===== config.mk =====
export PLATFORM = sky130hd
export DESIGN_NAME = atpr_sqrt
export DESIGN_NICKNAME = d
export VERILOG_FILES = /design/src/rtl/accel_tilt_pitch_roll_top_assert.svh /design/src/rtl/atpr_pkg.sv /design/src/rtl/atpr_sqrt.sv
export SDC_FILE = /design/constraint.sdc
export NUM_CORES = 2
export LEC_CHECK = 0
export BUFFER_PORTS_ARGS = -buffer_cell sky130_fd_sc_hd__buf_2
export CORE_MARGIN = 4
export CORE_UTILIZATION = 55
export CTS_CLUSTER_SIZE = 10
export DETAILED_ROUTE_END_ITERATION = 8
export PLACE_DENSITY = 0.79
export SETUP_SLACK_MARGIN = 0.15
export SLEW_MARGIN = 20
export SYNTH_ARGS = -nofsm -noshare
export SYNTH_HDL_FRONTEND = slang
export SYNTH_MEMORY_MAX_BITS = 65536
export SYNTH_SLANG_ARGS = --single-unit

===== constraint.sdc =====
create_clock -name clk -period 7.6 [get_ports clk]
set_clock_uncertainty 0.2 [all_clocks]
set_input_delay 1.14 -clock clk [delete_from_list [all_inputs] [get_ports clk]]
set_output_delay 1.14 -clock clk [all_outputs]
set_load 0.01 [all_outputs]

===== src/rtl/accel_tilt_pitch_roll_top_assert.svh =====
// assertion macros for the tilt pitch/roll block
`ifndef ACCEL_TILT_PITCH_ROLL_TOP_ASSERT_SVH
`define ACCEL_TILT_PITCH_ROLL_TOP_ASSERT_SVH
`ifndef SYNTHESIS
`define ATPR_ASSERT_ALWAYS(lbl, expr) \
	lbl: assert property (@(posedge clk) disable iff (!arst_n) (expr)) \
		else $error("tilt check failed");
`define ATPR_ASSERT_IMPLY(lbl, pre, post) \
	lbl: assert property (@(posedge clk) disable iff (!arst_n) (pre) |=> (post)) \
		else $error("tilt sequence check failed");
`else
`define ATPR_ASSERT_ALWAYS(lbl, expr)
`define ATPR_ASSERT_IMPLY(lbl, pre, post)
`endif
`endif


===== src/rtl/atpr_pkg.sv =====
// shared constants, tables and types for the tilt pitch/roll pipeline
`default_nettype none
package atpr_pkg;
	localparam int SAMPLE_BITS_DEF = 16;
	localparam int ROOT_FRAC = 16;
	localparam int ANG_STEPS = 31;
	localparam int ANG_W = 33;
	localparam int DEG_W = 8;
	localparam logic [9:0] DEG_NUM = 10'd573;
	localparam int ANG_FRAC = 30;
	localparam logic [15:0] DIV10_MUL = 16'd52429;
	localparam int DIV10_SHIFT = 19;
	localparam logic signed [DEG_W-1:0] RIGHT_ANGLE = 8'sd90;

	// atan(2^-i) in radians, q2.30
	localparam logic [31:0] ATAN_TAB [0:ANG_STEPS-1] = '{
		32'h3243F6A9, 32'h1DAC6705, 32'h0FADBAFD, 32'h07F56EA7, 32'h03FEAB77,
		32'h01FFD55C, 32'h00FFFAAB, 32'h007FFF55, 32'h003FFFEB, 32'h001FFFFD,
		32'h00100000, 32'h00080000, 32'h00040000, 32'h00020000, 32'h00010000,
		32'h00008000, 32'h00004000, 32'h00002000, 32'h00001000, 32'h00000800,
		32'h00000400, 32'h00000200, 32'h00000100, 32'h00000080, 32'h00000040,
		32'h00000020, 32'h00000010, 32'h00000008, 32'h00000004, 32'h00000002,
		32'h00000001
	};

	typedef struct packed {
		logic vld;
		logic flag;
	} tag_t;
endpackage
`default_nettype wire


===== src/rtl/atpr_sqrt.sv =====
// pipelined digit-by-digit square root, one root bit per stage
`default_nettype none
module atpr_sqrt #(
	parameter int SAMPLE_BITS = atpr_pkg::SAMPLE_BITS_DEF,
	parameter int SIDE_W = 1
) (
	input  wire logic                                         clk,
	input  wire logic                                         arst_n,
	input  wire logic                                         en,
	input  wire logic                                         in_vld,
	input  wire logic [2*SAMPLE_BITS-1:0]                     rad,
	input  wire logic [SIDE_W-1:0]                            side_in,
	output logic                                              out_vld,
	output logic [SAMPLE_BITS+atpr_pkg::ROOT_FRAC-1:0]        root,
	output logic [SIDE_W-1:0]                                 side_out
);
	import atpr_pkg::*;
	localparam int RB = SAMPLE_BITS + ROOT_FRAC;
	localparam int RW = 2 * RB;
	localparam int MW = RB + 3;

	logic          vld_s  [1:RB];
	logic [RW-1:0] rad_s  [1:RB];
	logic [MW-1:0] rem_s  [1:RB];
	logic [RB-1:0] root_s [1:RB];
	logic [SIDE_W-1:0] side_s [1:RB];

	for (genvar j = 0; j < RB; j++) begin : g_stage
		logic          v_in;
		logic [RW-1:0] r_in;
		logic [MW-1:0] m_in;
		logic [RB-1:0] q_in;
		logic [SIDE_W-1:0] d_in;
		logic [MW-1:0] cand;
		logic [MW-1:0] trial;
		logic          ge;

		if (j == 0) begin : g_first
			assign v_in = in_vld;
			assign r_in = {rad, {(2*ROOT_FRAC){1'b0}}};
			assign m_in = '0;
			assign q_in = '0;
			assign d_in = side_in;
		end else begin : g_next
			assign v_in = vld_s[j];
			assign r_in = rad_s[j];
			assign m_in = rem_s[j];
			assign q_in = root_s[j];
			assign d_in = side_s[j];
		end

		assign cand  = {m_in[MW-3:0], r_in[RW-1 -: 2]};
		assign trial = {1'b0, q_in, 2'b01};
		assign ge    = (cand >= trial);

		always_ff @(posedge clk or negedge arst_n) begin
			if (!arst_n) begin
				vld_s[j+1] <= 1'b0;
			end else if (en) begin
				vld_s[j+1] <= v_in;
			end
		end

		always_ff @(posedge clk) begin
			if (en) begin
				rad_s[j+1]  <= r_in << 2;
				rem_s[j+1]  <= ge ? (cand - trial) : cand;
				root_s[j+1] <= {q_in[RB-2:0], ge};
				side_s[j+1] <= d_in;
			end
		end
	end

	assign out_vld  = vld_s[RB];
	assign root     = root_s[RB];
	assign side_out = side_s[RB];
endmodule
`default_nettype wire


==> run summary <==
Pwr Density - 291 nW/um^2
hold violation total from the final report - 0
Post-DP Area - 95100 um^2
DR iter-0 viols - 4760
H-tree depth - 4
CTS sink count - 1791
CTS resizes - 0
tightest hold margin - 0.146 ns
Max Slew Vio Count - 0
CTS tree - built
placed cell count - 9971
ANT nets after route - 0
proportion of layout cells with a drive suffix above 1 - 6.38%
GRT Residual Overflow - 0
slowest library cell on the worst path - and2_1
CP arrival - 5.46 ns
Mapped Cells - 7811
total power - 29300 uW
top_reg_cell synth - edfxtp_1
GP Congestion - 0.920
Die Height - 417 um
Worst-Skew Late Latency - 0.84 ns
Max-Cap Viols - 0
CP startpoint kind - flop
setup TNS - 0 ns
PortBufs - 70
CTS buffer count - 204
Max Clk Rate - 197 MHz
Initial Util - 55.6%
Distinct cells, synth - 102
Crit. End Element - flop
Slew @ Worst Pin - 1.07 ns
VDD IR max - 269 uV
I/O pins - 71
crit-path max cell delay - 0.88 ns
chip width - 417 um
Yosys reg bits - 1791
Synth top area share - 57.4%
LEAKAGE - 0.0394 uW
Post-Route WL - 181 mm
status - finished, final reports clean
drt pass-1 iters - 6
post-route insts no fill - 10200
syn_area_per_cell - 11.8 um^2
initial antenna violation count - 0
Post-synth EDFFs - 1759
Clock Path Buffers - 3
first-pass GRT wire length - 296 mm
# DRC - 0
fin crit period - 5.08 ns
drt wl/cell - 17.7 um
Synth async-reset ratio - 1.79%
dominant cells by area after synthesis - edfxtp_1 57%, ha_1 7.2%, xor2_1 4.1%, xnor2_1 3.2%, o21ai_0 2.8%
most frequent cell after synthesis - edfxtp_1
CTS Hold Bufs - 0
Crit Path Class - reg2reg
post-synth top area cell - edfxtp_1
worst path cell trace - ha_1, o21ai_0, a32o_1, o21ai_0, a21oi_1, o31ai_1, o211ai_1, and2_1, inv_1, nand3_1, nor2_1, xor2_1
sequential area share after synthesis - 58.2%
area of the mapped netlist - 92100 um^2
CORE AREA - 166000 um^2
critical path's most frequent cell - o21ai_0
worst endpoint required time - 7.98 ns
largest net degree at the start of global routing - 192
final instance area - 101000 um^2
Ant. Diodes - 0
worst-path maximum fanout - 30
Final Cycle Share - 66.8%
hpwl dp - 130 mm
Worst-path clk slew - 0.06 ns
synth cell count leaders - 1759 x edfxtp_1, 692 x inv_1, 645 x nand2_1
routed vias/inst - 5.78
Root Buffer - clkbuf_16
vias in the first global route - 58900
slew margin rel. - 28.9%
Hold Crit Class - in2async
fin nets - 8572
Post-Syn Nets - 8393
RSZ-0062 raised after global routing - false
Fill cells - 12400
GRT Util Overall - 20.6%
warnings from Yosys - 0
DR vias - 59200
Rows - 149
Setup Buffers After CTS - 0
area growth from synthesis to layout - 9.46%
die footprint - 174000 um^2
Finish-stage setup viols - 0
path summary, 6_finish.rpt:
path | startpoint | endpoint | slack (ns) | depth (start not counted)
setup / recovery | rem_s[0][847]$_DFFE_PP_ | rem_s[0][903]$_DFFE_PP_ | 2.52 | 12
min in group clk | rad_s[0][865]$_DFFE_PP_ | rad_s[0][929]$_DFFE_PP_ | 0.20 | 0
hold / removal | arst_n | out_vld$_DFFE_PN0P_ | 0.15 | 1
setup reg to reg | rem_s[0][847]$_DFFE_PP_ | rem_s[0][903]$_DFFE_PP_ | 2.52 | 12
hold reg to reg | rad_s[0][865]$_DFFE_PP_ | rad_s[0][929]$_DFFE_PP_ | 0.20 | 0
max in group asynchronous | arst_n | g_stage[19].v_in$_DFFE_PN0P_ | 6.63 | 1
kinds of logic after synthesis:
logic type | synth area share, %
AND/OR/NAND/NOR | 11.4
flip-flops | 58.2
AO/OA/AOI/OAI | 11.2
buffers and inverters | 3.45
XOR/XNOR | 7.27
adder cells (fa/ha/maj) | 7.53
multiplexers | 0.976
other | 0.00407
flip-flops by register name (all words and copies together) (netlist names):
name and count:
out_vld 1, rem_s 959, side_s 32, rad_s 240
g_stage.v_in 31, root_s 528
where the power goes:
group / leakage, uW / internal [uW] / switching (uW)
sequential: 0.0170 / 12800 / 1030
clock: 0.00274 / 4930 / 3650
combinational: 0.0196 / 2950 / 3890
cell type report:
class / count / area (um^2) / area share (%)
Clock buffer: 244 / 5330 / 5.29
Clock inverter: 29 / 295 / 0.293
Sequential cell: 1791 / 53600 / 53.2
Inverter: 698 / 2620 / 2.60
Timing Repair Buffer: 114 / 811 / 0.804
Multi-Input combinational cell: 5181 / 35400 / 35.1
Tap cell: 2189 / 2740 / 2.72
through the flow:
| step | utilization (%) | setup WS, ns |
|---|---|---|
| CTS | 60.8 | 2.71 |
| global route | 60.8 | 2.22 |
| detailed placement | 57.4 | 2.74 |
| global placement | 57.4 | 3.00 |
| finish | 60.8 | 2.52 |
| floorplan | - | 3.92 |
worst max-delay path, delay by kind of cell, from the launching register on:
| kind | cells | cell delay [ns] |
|---|---|---|
| compound gates | 6 | 1.77 |
| simple gates | 3 | 1.31 |
| fa+ha+maj | 1 | 0.36 |
| xor+xnor | 1 | 0.14 |
| buf+inv | 1 | 0.64 |
| flops | 1 | 0.40 |
layout by cell type, fill, tap and decap left out, types with 104 or more instances in the layout:
master / instances
edfxtp_1: 1759
inv_1: 692
nand2_1: 645
ha_1: 530
o21ai_0: 519
nor2_1: 465
a21oi_1: 439
xor2_1: 431
xnor2_1: 333
nor3_1: 213
clkbuf_16: 207
a21o_1: 196
nand2b_1: 115
nand3_1: 110
nor4_1: 104
routing by layer:
layer	share of wire, %	vias to the layer above	wire length [um]	global-route usage (%)
met5	0	-	0	0
met1	42	28400	76900	26.4
met4	2.9	0	5270	6.97
met3	4.7	381	8600	2.86
met2	50	1643	90600	36.2
li1	-	28800	-	-
Note: power is estimated with default switching activity, not from simulation.
