**src/rtl/accel_tilt_pitch_roll_top_assert.svh**
```systemverilog
// assertion macros for the tilt pitch/roll block
`ifndef ACCEL_TILT_PITCH_ROLL_TOP_ASSERT_SVH
`define ACCEL_TILT_PITCH_ROLL_TOP_ASSERT_SVH
`ifndef SYNTHESIS
`define ATPR_ASSERT_ALWAYS(lbl, expr) \
	lbl: assert property (@(posedge clk) disable iff (!arst_n) (expr)) \
		else $error("tilt check failed");
`define ATPR_ASSERT_IMPLY(lbl, pre, post) \
	lbl: assert property (@(posedge clk) disable iff (!arst_n) (pre) |=> (post)) \
		else $error("tilt sequence check failed");
`else
`define ATPR_ASSERT_ALWAYS(lbl, expr)
`define ATPR_ASSERT_IMPLY(lbl, pre, post)
`endif
`endif

```
**src/rtl/atpr_pkg.sv**
```systemverilog
// shared constants, tables and types for the tilt pitch/roll pipeline
`default_nettype none
package atpr_pkg;
	localparam int SAMPLE_BITS_DEF = 16;
	localparam int ROOT_FRAC = 16;
	localparam int ANG_STEPS = 31;
	localparam int ANG_W = 33;
	localparam int DEG_W = 8;
	localparam logic [9:0] DEG_NUM = 10'd573;
	localparam int ANG_FRAC = 30;
	localparam logic [15:0] DIV10_MUL = 16'd52429;
	localparam int DIV10_SHIFT = 19;
	localparam logic signed [DEG_W-1:0] RIGHT_ANGLE = 8'sd90;

	// atan(2^-i) in radians, q2.30
	localparam logic [31:0] ATAN_TAB [0:ANG_STEPS-1] = '{
		32'h3243F6A9, 32'h1DAC6705, 32'h0FADBAFD, 32'h07F56EA7, 32'h03FEAB77,
		32'h01FFD55C, 32'h00FFFAAB, 32'h007FFF55, 32'h003FFFEB, 32'h001FFFFD,
		32'h00100000, 32'h00080000, 32'h00040000, 32'h00020000, 32'h00010000,
		32'h00008000, 32'h00004000, 32'h00002000, 32'h00001000, 32'h00000800,
		32'h00000400, 32'h00000200, 32'h00000100, 32'h00000080, 32'h00000040,
		32'h00000020, 32'h00000010, 32'h00000008, 32'h00000004, 32'h00000002,
		32'h00000001
	};

	typedef struct packed {
		logic vld;
		logic flag;
	} tag_t;
endpackage
`default_nettype wire

```
**src/rtl/atpr_deg.sv**
```systemverilog
// radians to whole degrees, truncated toward zero, with saturation and override
`default_nettype none
module atpr_deg (
	input  wire logic                                 clk,
	input  wire logic                                 arst_n,
	input  wire logic                                 en,
	input  wire atpr_pkg::tag_t                       tag_in,
	input  wire logic signed [atpr_pkg::ANG_W-1:0]    ang,
	output logic                                      out_vld,
	output logic signed [atpr_pkg::DEG_W-1:0]         deg
);
	import atpr_pkg::*;
	localparam int MAGW = ANG_W - 1;
	localparam int P1W = MAGW + 10;
	localparam int TW = P1W - ANG_FRAC;
	localparam int P2W = TW + 16;
	localparam int QW = P2W - DIV10_SHIFT;

	logic [ANG_W-1:0] mag_full;
	logic           vld_s1, vld_s2;
	logic           flag_s1, flag_s2;
	logic           neg_s1, neg_s2;
	logic [P1W-1:0] prod_s1;
	logic [P2W-1:0] prod_s2;
	logic [QW-1:0]  q;
	logic [DEG_W-1:0] q_sat;
	logic           vld_s3;
	logic signed [DEG_W-1:0] deg_s3;

	assign mag_full = ang[ANG_W-1] ? (~ang + 1'b1) : ang;

	always_ff @(posedge clk or negedge arst_n) begin
		if (!arst_n) begin
			vld_s1 <= 1'b0;
			vld_s2 <= 1'b0;
			vld_s3 <= 1'b0;
		end else if (en) begin
			vld_s1 <= tag_in.vld;
			vld_s2 <= vld_s1;
			vld_s3 <= vld_s2;
		end
	end

	// divide by ten as multiply by reciprocal, exact for the range of t
	assign q     = prod_s2[P2W-1:DIV10_SHIFT];
	assign q_sat = (q > QW'(RIGHT_ANGLE)) ? RIGHT_ANGLE : q[DEG_W-1:0];

	always_ff @(posedge clk) begin
		if (en) begin
			flag_s1 <= tag_in.flag;
			neg_s1  <= ang[ANG_W-1];
			prod_s1 <= mag_full[MAGW-1:0] * DEG_NUM;
			flag_s2 <= flag_s1;
			neg_s2  <= neg_s1;
			prod_s2 <= prod_s1[P1W-1:ANG_FRAC] * DIV10_MUL;
			if (flag_s2) begin
				deg_s3 <= RIGHT_ANGLE;
			end else if (neg_s2) begin
				deg_s3 <= -$signed(q_sat);
			end else begin
				deg_s3 <= $signed(q_sat);
			end
		end
	end

	assign out_vld = vld_s3;
	assign deg     = deg_s3;
endmodule
`default_nettype wire

```
**config.mk**
```make
export PLATFORM = sky130hd
export DESIGN_NAME = atpr_deg
export DESIGN_NICKNAME = d
export VERILOG_FILES = /design/src/rtl/accel_tilt_pitch_roll_top_assert.svh /design/src/rtl/atpr_pkg.sv /design/src/rtl/atpr_deg.sv
export SDC_FILE = /design/constraint.sdc
export NUM_CORES = 1
export LEC_CHECK = 0
export BUFFER_PORTS_ARGS = -buffer_cell sky130_fd_sc_hd__buf_2
export CAP_MARGIN = 20
export CORE_ASPECT_RATIO = 1.1
export CORE_MARGIN = 3
export CORE_UTILIZATION = 37
export CTS_CLUSTER_SIZE = 8
export DETAILED_ROUTE_END_ITERATION = 6
export GPL_TIMING_DRIVEN = 0
export PLACE_DENSITY_LB_ADDON = 0.08
export SETUP_SLACK_MARGIN = 0.15
export SYNTH_ARGS = -nofsm -noshare
export SYNTH_HDL_FRONTEND = slang
export SYNTH_SLANG_ARGS = --single-unit
export TNS_END_PERCENT = 50
```
**constraint.sdc**
```tcl
create_clock -name clk -period 6.1 [get_ports clk]
set_input_delay 0.305 -clock clk [delete_from_list [all_inputs] [get_ports clk]]
set_output_delay 0.305 -clock clk [all_outputs]
set_load 0.01 [all_outputs]
```
==> run summary <==
Fraction of post-synthesis cell area in the top cell type by area -> 0.322
Half-perimeter wire length after placement -> 18,500 um
Antenna Violating Nets Remaining -> 0
Parity-gate share of the synthesized area counting xor and xnor cells -> 0.0454
Post-detailed-route DRC marker count -> 0
Y dimension of the die -> 175 um
Final critical-path required period -> 7.27 ns
Most frequent cells after synthesis -> sky130_fd_sc_hd__inv_1 (277), sky130_fd_sc_hd__ha_1 (197), sky130_fd_sc_hd__fa_1 (155)
Area of the die -> 28,100 um^2
Gpl congestion -> 0.790
Total congestion overflow -> 0
Clock transition at the register clock pins on the worst setup and hold paths after CTS -> 0.06 ns
Number of antenna violations at the first check in global routing -> 1
Die width -> 160 um
Number of global-route vias before repair -> 7,257
Max transition margin -> 0.435
Number of antenna repair diodes -> 0
Final hold slack -> 0.197 ns
Leading post-synthesis cells by cell area -> sky130_fd_sc_hd__fa_1 (32%), sky130_fd_sc_hd__ha_1 (26%), sky130_fd_sc_hd__inv_1 (11%)
Sum of negative setup slack -> -10.78 ns
Outcome -> complete, but fails checks
Kind of capture point of the worst setup path -> flop
Number of buffers created by CTS -> 5
Clock latency at the later pin of the worst-skew pair -> 0.28 ns
Unrepaired setup endpoints after global routing -> yes
Synthesized netlist cell count -> 965
Most frequent cell after synthesis -> sky130_fd_sc_hd__inv_1
Post-detailed-routing wire length -> 20,900 um
Share of cell area taken by muxes after synthesis -> 0.00454
Warnings, synthesis -> 0
Largest area contributor in the netlist -> sky130_fd_sc_hd__fa_1
Post-route fraction of the period consumed by the critical path -> 1.19
Startpoint Class -> primary input
Clock tree from TritonCTS -> yes
Max Clock Freq -> 0.138 GHz
R2R Setup Slk -> 0.97 ns
Adder and majority gate portion of the synthesized area -> 0.577
Setup ws final -> -1.17 ns
Number of design-rule violations left by the first detailed-router iteration -> 170
CTS Root Cell -> sky130_fd_sc_hd__clkbuf_16
Simple-gate share of the synthesized area -> 0.0609
Max-slew violation count -> 0
Effective utilization at floorplan -> 0.379
Number of synthesized flops with an enable pin -> 33
Total standard cell area after synthesis -> 9650 um^2
Global-route wire length before repair -> 35,900 um
Post-synthesis compound-gate area fraction -> 0.0928
Core area -> 25,500 um^2
PortBufs -> 46
Total track usage -> 0.157
Final number of setup-violating endpoints -> 12
Post-synth ARST share -> 0.0833
Tightest Pin Transition -> 0.848 ns
Final Skew -> 0.00657 ns
Worst Hold Class -> primary input to flop
Endpoint required time on the critical path -> 6.14 ns
Critical path start-end classification -> primary input to flop
CTS HTree Levels -> 2
Post-synthesis register bit count -> 36
Clock tree sinks -> 36
Biggest fanout along the worst timing path -> 5
Dominant combinational cell family by area after synthesis -> adder cells
Worst endpoint data arrival time -> 7.30 ns
Avg Cell Area, Syn -> 10.0 um^2
Primary flip-flop cell chosen by synthesis mapping -> sky130_fd_sc_hd__edfxtp_1
Share of the yosys chip area belonging to registers -> 0.110
Layout fillers -> 2,540
Share of cells above drive strength 1 -> 0.161
Final Hold Violating Endpoints -> 0
Routed length per placed instance -> 14.9 um
Distinct cell type count after synthesis -> 59
Number of nets in the final layout -> 1,445
Number of search-and-repair iterations in the first detailed-routing pass -> 4
Area growth from synthesis to layout -> 18.1%
Number of max-capacitance violations reported -> 0
Std cell rows -> 61
Maximum number of pins on one net before global-route repair -> 37
Via-per-instance ratio -> 4.69
Net count of the mapped netlist -> 1,355
Clk buf depth -> 2
Ports -> 47
Via count of the routed design -> 6,570
Failing checks -> setup timing
Setup slack after placement -> -2.34 ns
==> per-layer routing <==
layer,vias up,track usage,share of wire
met5,-,0,0
met4,0,0.0275,0.011
met3,13,0.00896,0.015
met2,61,0.282,0.50
met1,3194,0.213,0.47
li1,3302,-,-
==> layout make-up <==
cell class | instances | area (um^2) | area share
clock buffers | 7 | 133 | 0.0116
plain buffers | 3 | 11.3 | 0.000988
well taps | 346 | 433 | 0.0380
multi-input cells | 649 | 8160 | 0.716
inverters | 277 | 1040 | 0.0912
flip-flops and latches | 36 | 1070 | 0.0936
clock inverters | 1 | 8.76 | 0.000769
repair buffers | 83 | 547 | 0.0480
==> path summary, 6_finish.rpt <==
kind | end | from | cells after the start
worst max-delay path | prod_s1[41] | ang[4] | 26
worst min-delay path | flag_s1 | tag_in[0] | 1
worst max register to register | prod_s2[26] | prod_s1[36] | 15
worst min register to register | neg_s2 | neg_s1 | 0
max in group asynchronous | vld_s2 | arst_n | 2
min in group asynchronous | out_vld | arst_n | 2
==> stage by stage <==
stage,cell area [um^2],utilization,instances
floorplan,9730,-,965
global placement,10400,0.408,1357
detailed placement,10400,0.408,1357
CTS,11300,0.441,1396
global route,11400,0.447,1402
finish,11400,0.447,1402
==> logic make-up (layout without fill, tap and decap cells) <==
| family | count (synthesis) | after routing |
|---|---|---|
| AOI/OAI and AO/OA | 128 | 128 |
| xor gates and xnor gates | 50 | 50 |
| adders and majority gates | 352 | 352 |
| buffers and inverters | 280 | 371 |
| DFF | 36 | 36 |
| muxes | 4 | 4 |
| and+or+nand+nor | 115 | 115 |
==> sequential cells by signal (all words and copies together), names as in the netlist <==
signal,cells
flag_s2,1
neg_s2,1
vld_s1,1
out_vld,1
deg,8
prod_s1,12
flag_s1,1
vld_s2,1
prod_s2,9
neg_s1,1
==> cells in the final DEF, fill, tap and decap left out, types with 3 or more instances in the layout <==
cell and n:
sky130_fd_sc_hd__o41ai_4 3, sky130_fd_sc_hd__o21a_1 4, sky130_fd_sc_hd__edfxtp_1 33, sky130_fd_sc_hd__xor2_1 6
sky130_fd_sc_hd__inv_1 275, sky130_fd_sc_hd__nor2_1 24, sky130_fd_sc_hd__nand2b_1 5, sky130_fd_sc_hd__xnor2_2 6
sky130_fd_sc_hd__buf_2 44, sky130_fd_sc_hd__nand2_1 27, sky130_fd_sc_hd__buf_6 3, sky130_fd_sc_hd__or2_2 3
sky130_fd_sc_hd__fa_1 153, sky130_fd_sc_hd__mux2_2 3, sky130_fd_sc_hd__nand2_2 3, sky130_fd_sc_hd__o31ai_1 7
sky130_fd_sc_hd__xor2_4 3, sky130_fd_sc_hd__nand4_1 3, sky130_fd_sc_hd__ha_1 179, sky130_fd_sc_hd__a21oi_1 25
sky130_fd_sc_hd__xnor2_1 30, sky130_fd_sc_hd__or3_4 4, sky130_fd_sc_hd__dfrtp_1 3, sky130_fd_sc_hd__a31oi_1 4
sky130_fd_sc_hd__and2_1 4, sky130_fd_sc_hd__clkbuf_1 4, sky130_fd_sc_hd__nor3_1 10, sky130_fd_sc_hd__clkbuf_16 5
sky130_fd_sc_hd__ha_4 17, sky130_fd_sc_hd__o21ai_0 18, sky130_fd_sc_hd__or4_1 5, sky130_fd_sc_hd__xnor2_4 3
sky130_fd_sc_hd__buf_4 33, sky130_fd_sc_hd__a21o_1 21, sky130_fd_sc_hd__nand3_1 5, sky130_fd_sc_hd__a21oi_2 5
sky130_fd_sc_hd__o41ai_1 4, sky130_fd_sc_hd__o21ai_1 3
==> critical path, cell delays in order <==
cell and delay (ns):
sky130_fd_sc_hd__buf_8 0.09, sky130_fd_sc_hd__or3_4 0.39, sky130_fd_sc_hd__nor3_4 0.17, sky130_fd_sc_hd__nand3_2 0.12, sky130_fd_sc_hd__or4_4 0.46, sky130_fd_sc_hd__or3_4 0.44
sky130_fd_sc_hd__o21ai_4 0.27, sky130_fd_sc_hd__buf_12 0.15, sky130_fd_sc_hd__xnor2_4 0.16, sky130_fd_sc_hd__ha_4 0.26, sky130_fd_sc_hd__fa_1 0.50, sky130_fd_sc_hd__fa_1 0.52
sky130_fd_sc_hd__fa_1 0.54, sky130_fd_sc_hd__inv_1 0.05, sky130_fd_sc_hd__fa_1 0.52, sky130_fd_sc_hd__inv_1 0.06, sky130_fd_sc_hd__ha_4 0.24, sky130_fd_sc_hd__o21a_1 0.17
sky130_fd_sc_hd__o2111a_1 0.24, sky130_fd_sc_hd__a211oi_2 0.21, sky130_fd_sc_hd__o21ai_1 0.11, sky130_fd_sc_hd__a221o_1 0.36, sky130_fd_sc_hd__a22o_4 0.29, sky130_fd_sc_hd__o311ai_4 0.28
sky130_fd_sc_hd__a31oi_1 0.14, sky130_fd_sc_hd__or2_4 0.24
==> what timing repair did <==
item	CTS	global route
setup buffers	30	6
endpoints found under the hold margin	3	0
endpoints found under the setup margin	12	12
resized for setup	65	15
pin swaps	52	17
hold buffers	1	0
Power is not shown: default switching activity piles up to over one toggle a cycle in this logic, so the estimate is an artifact.
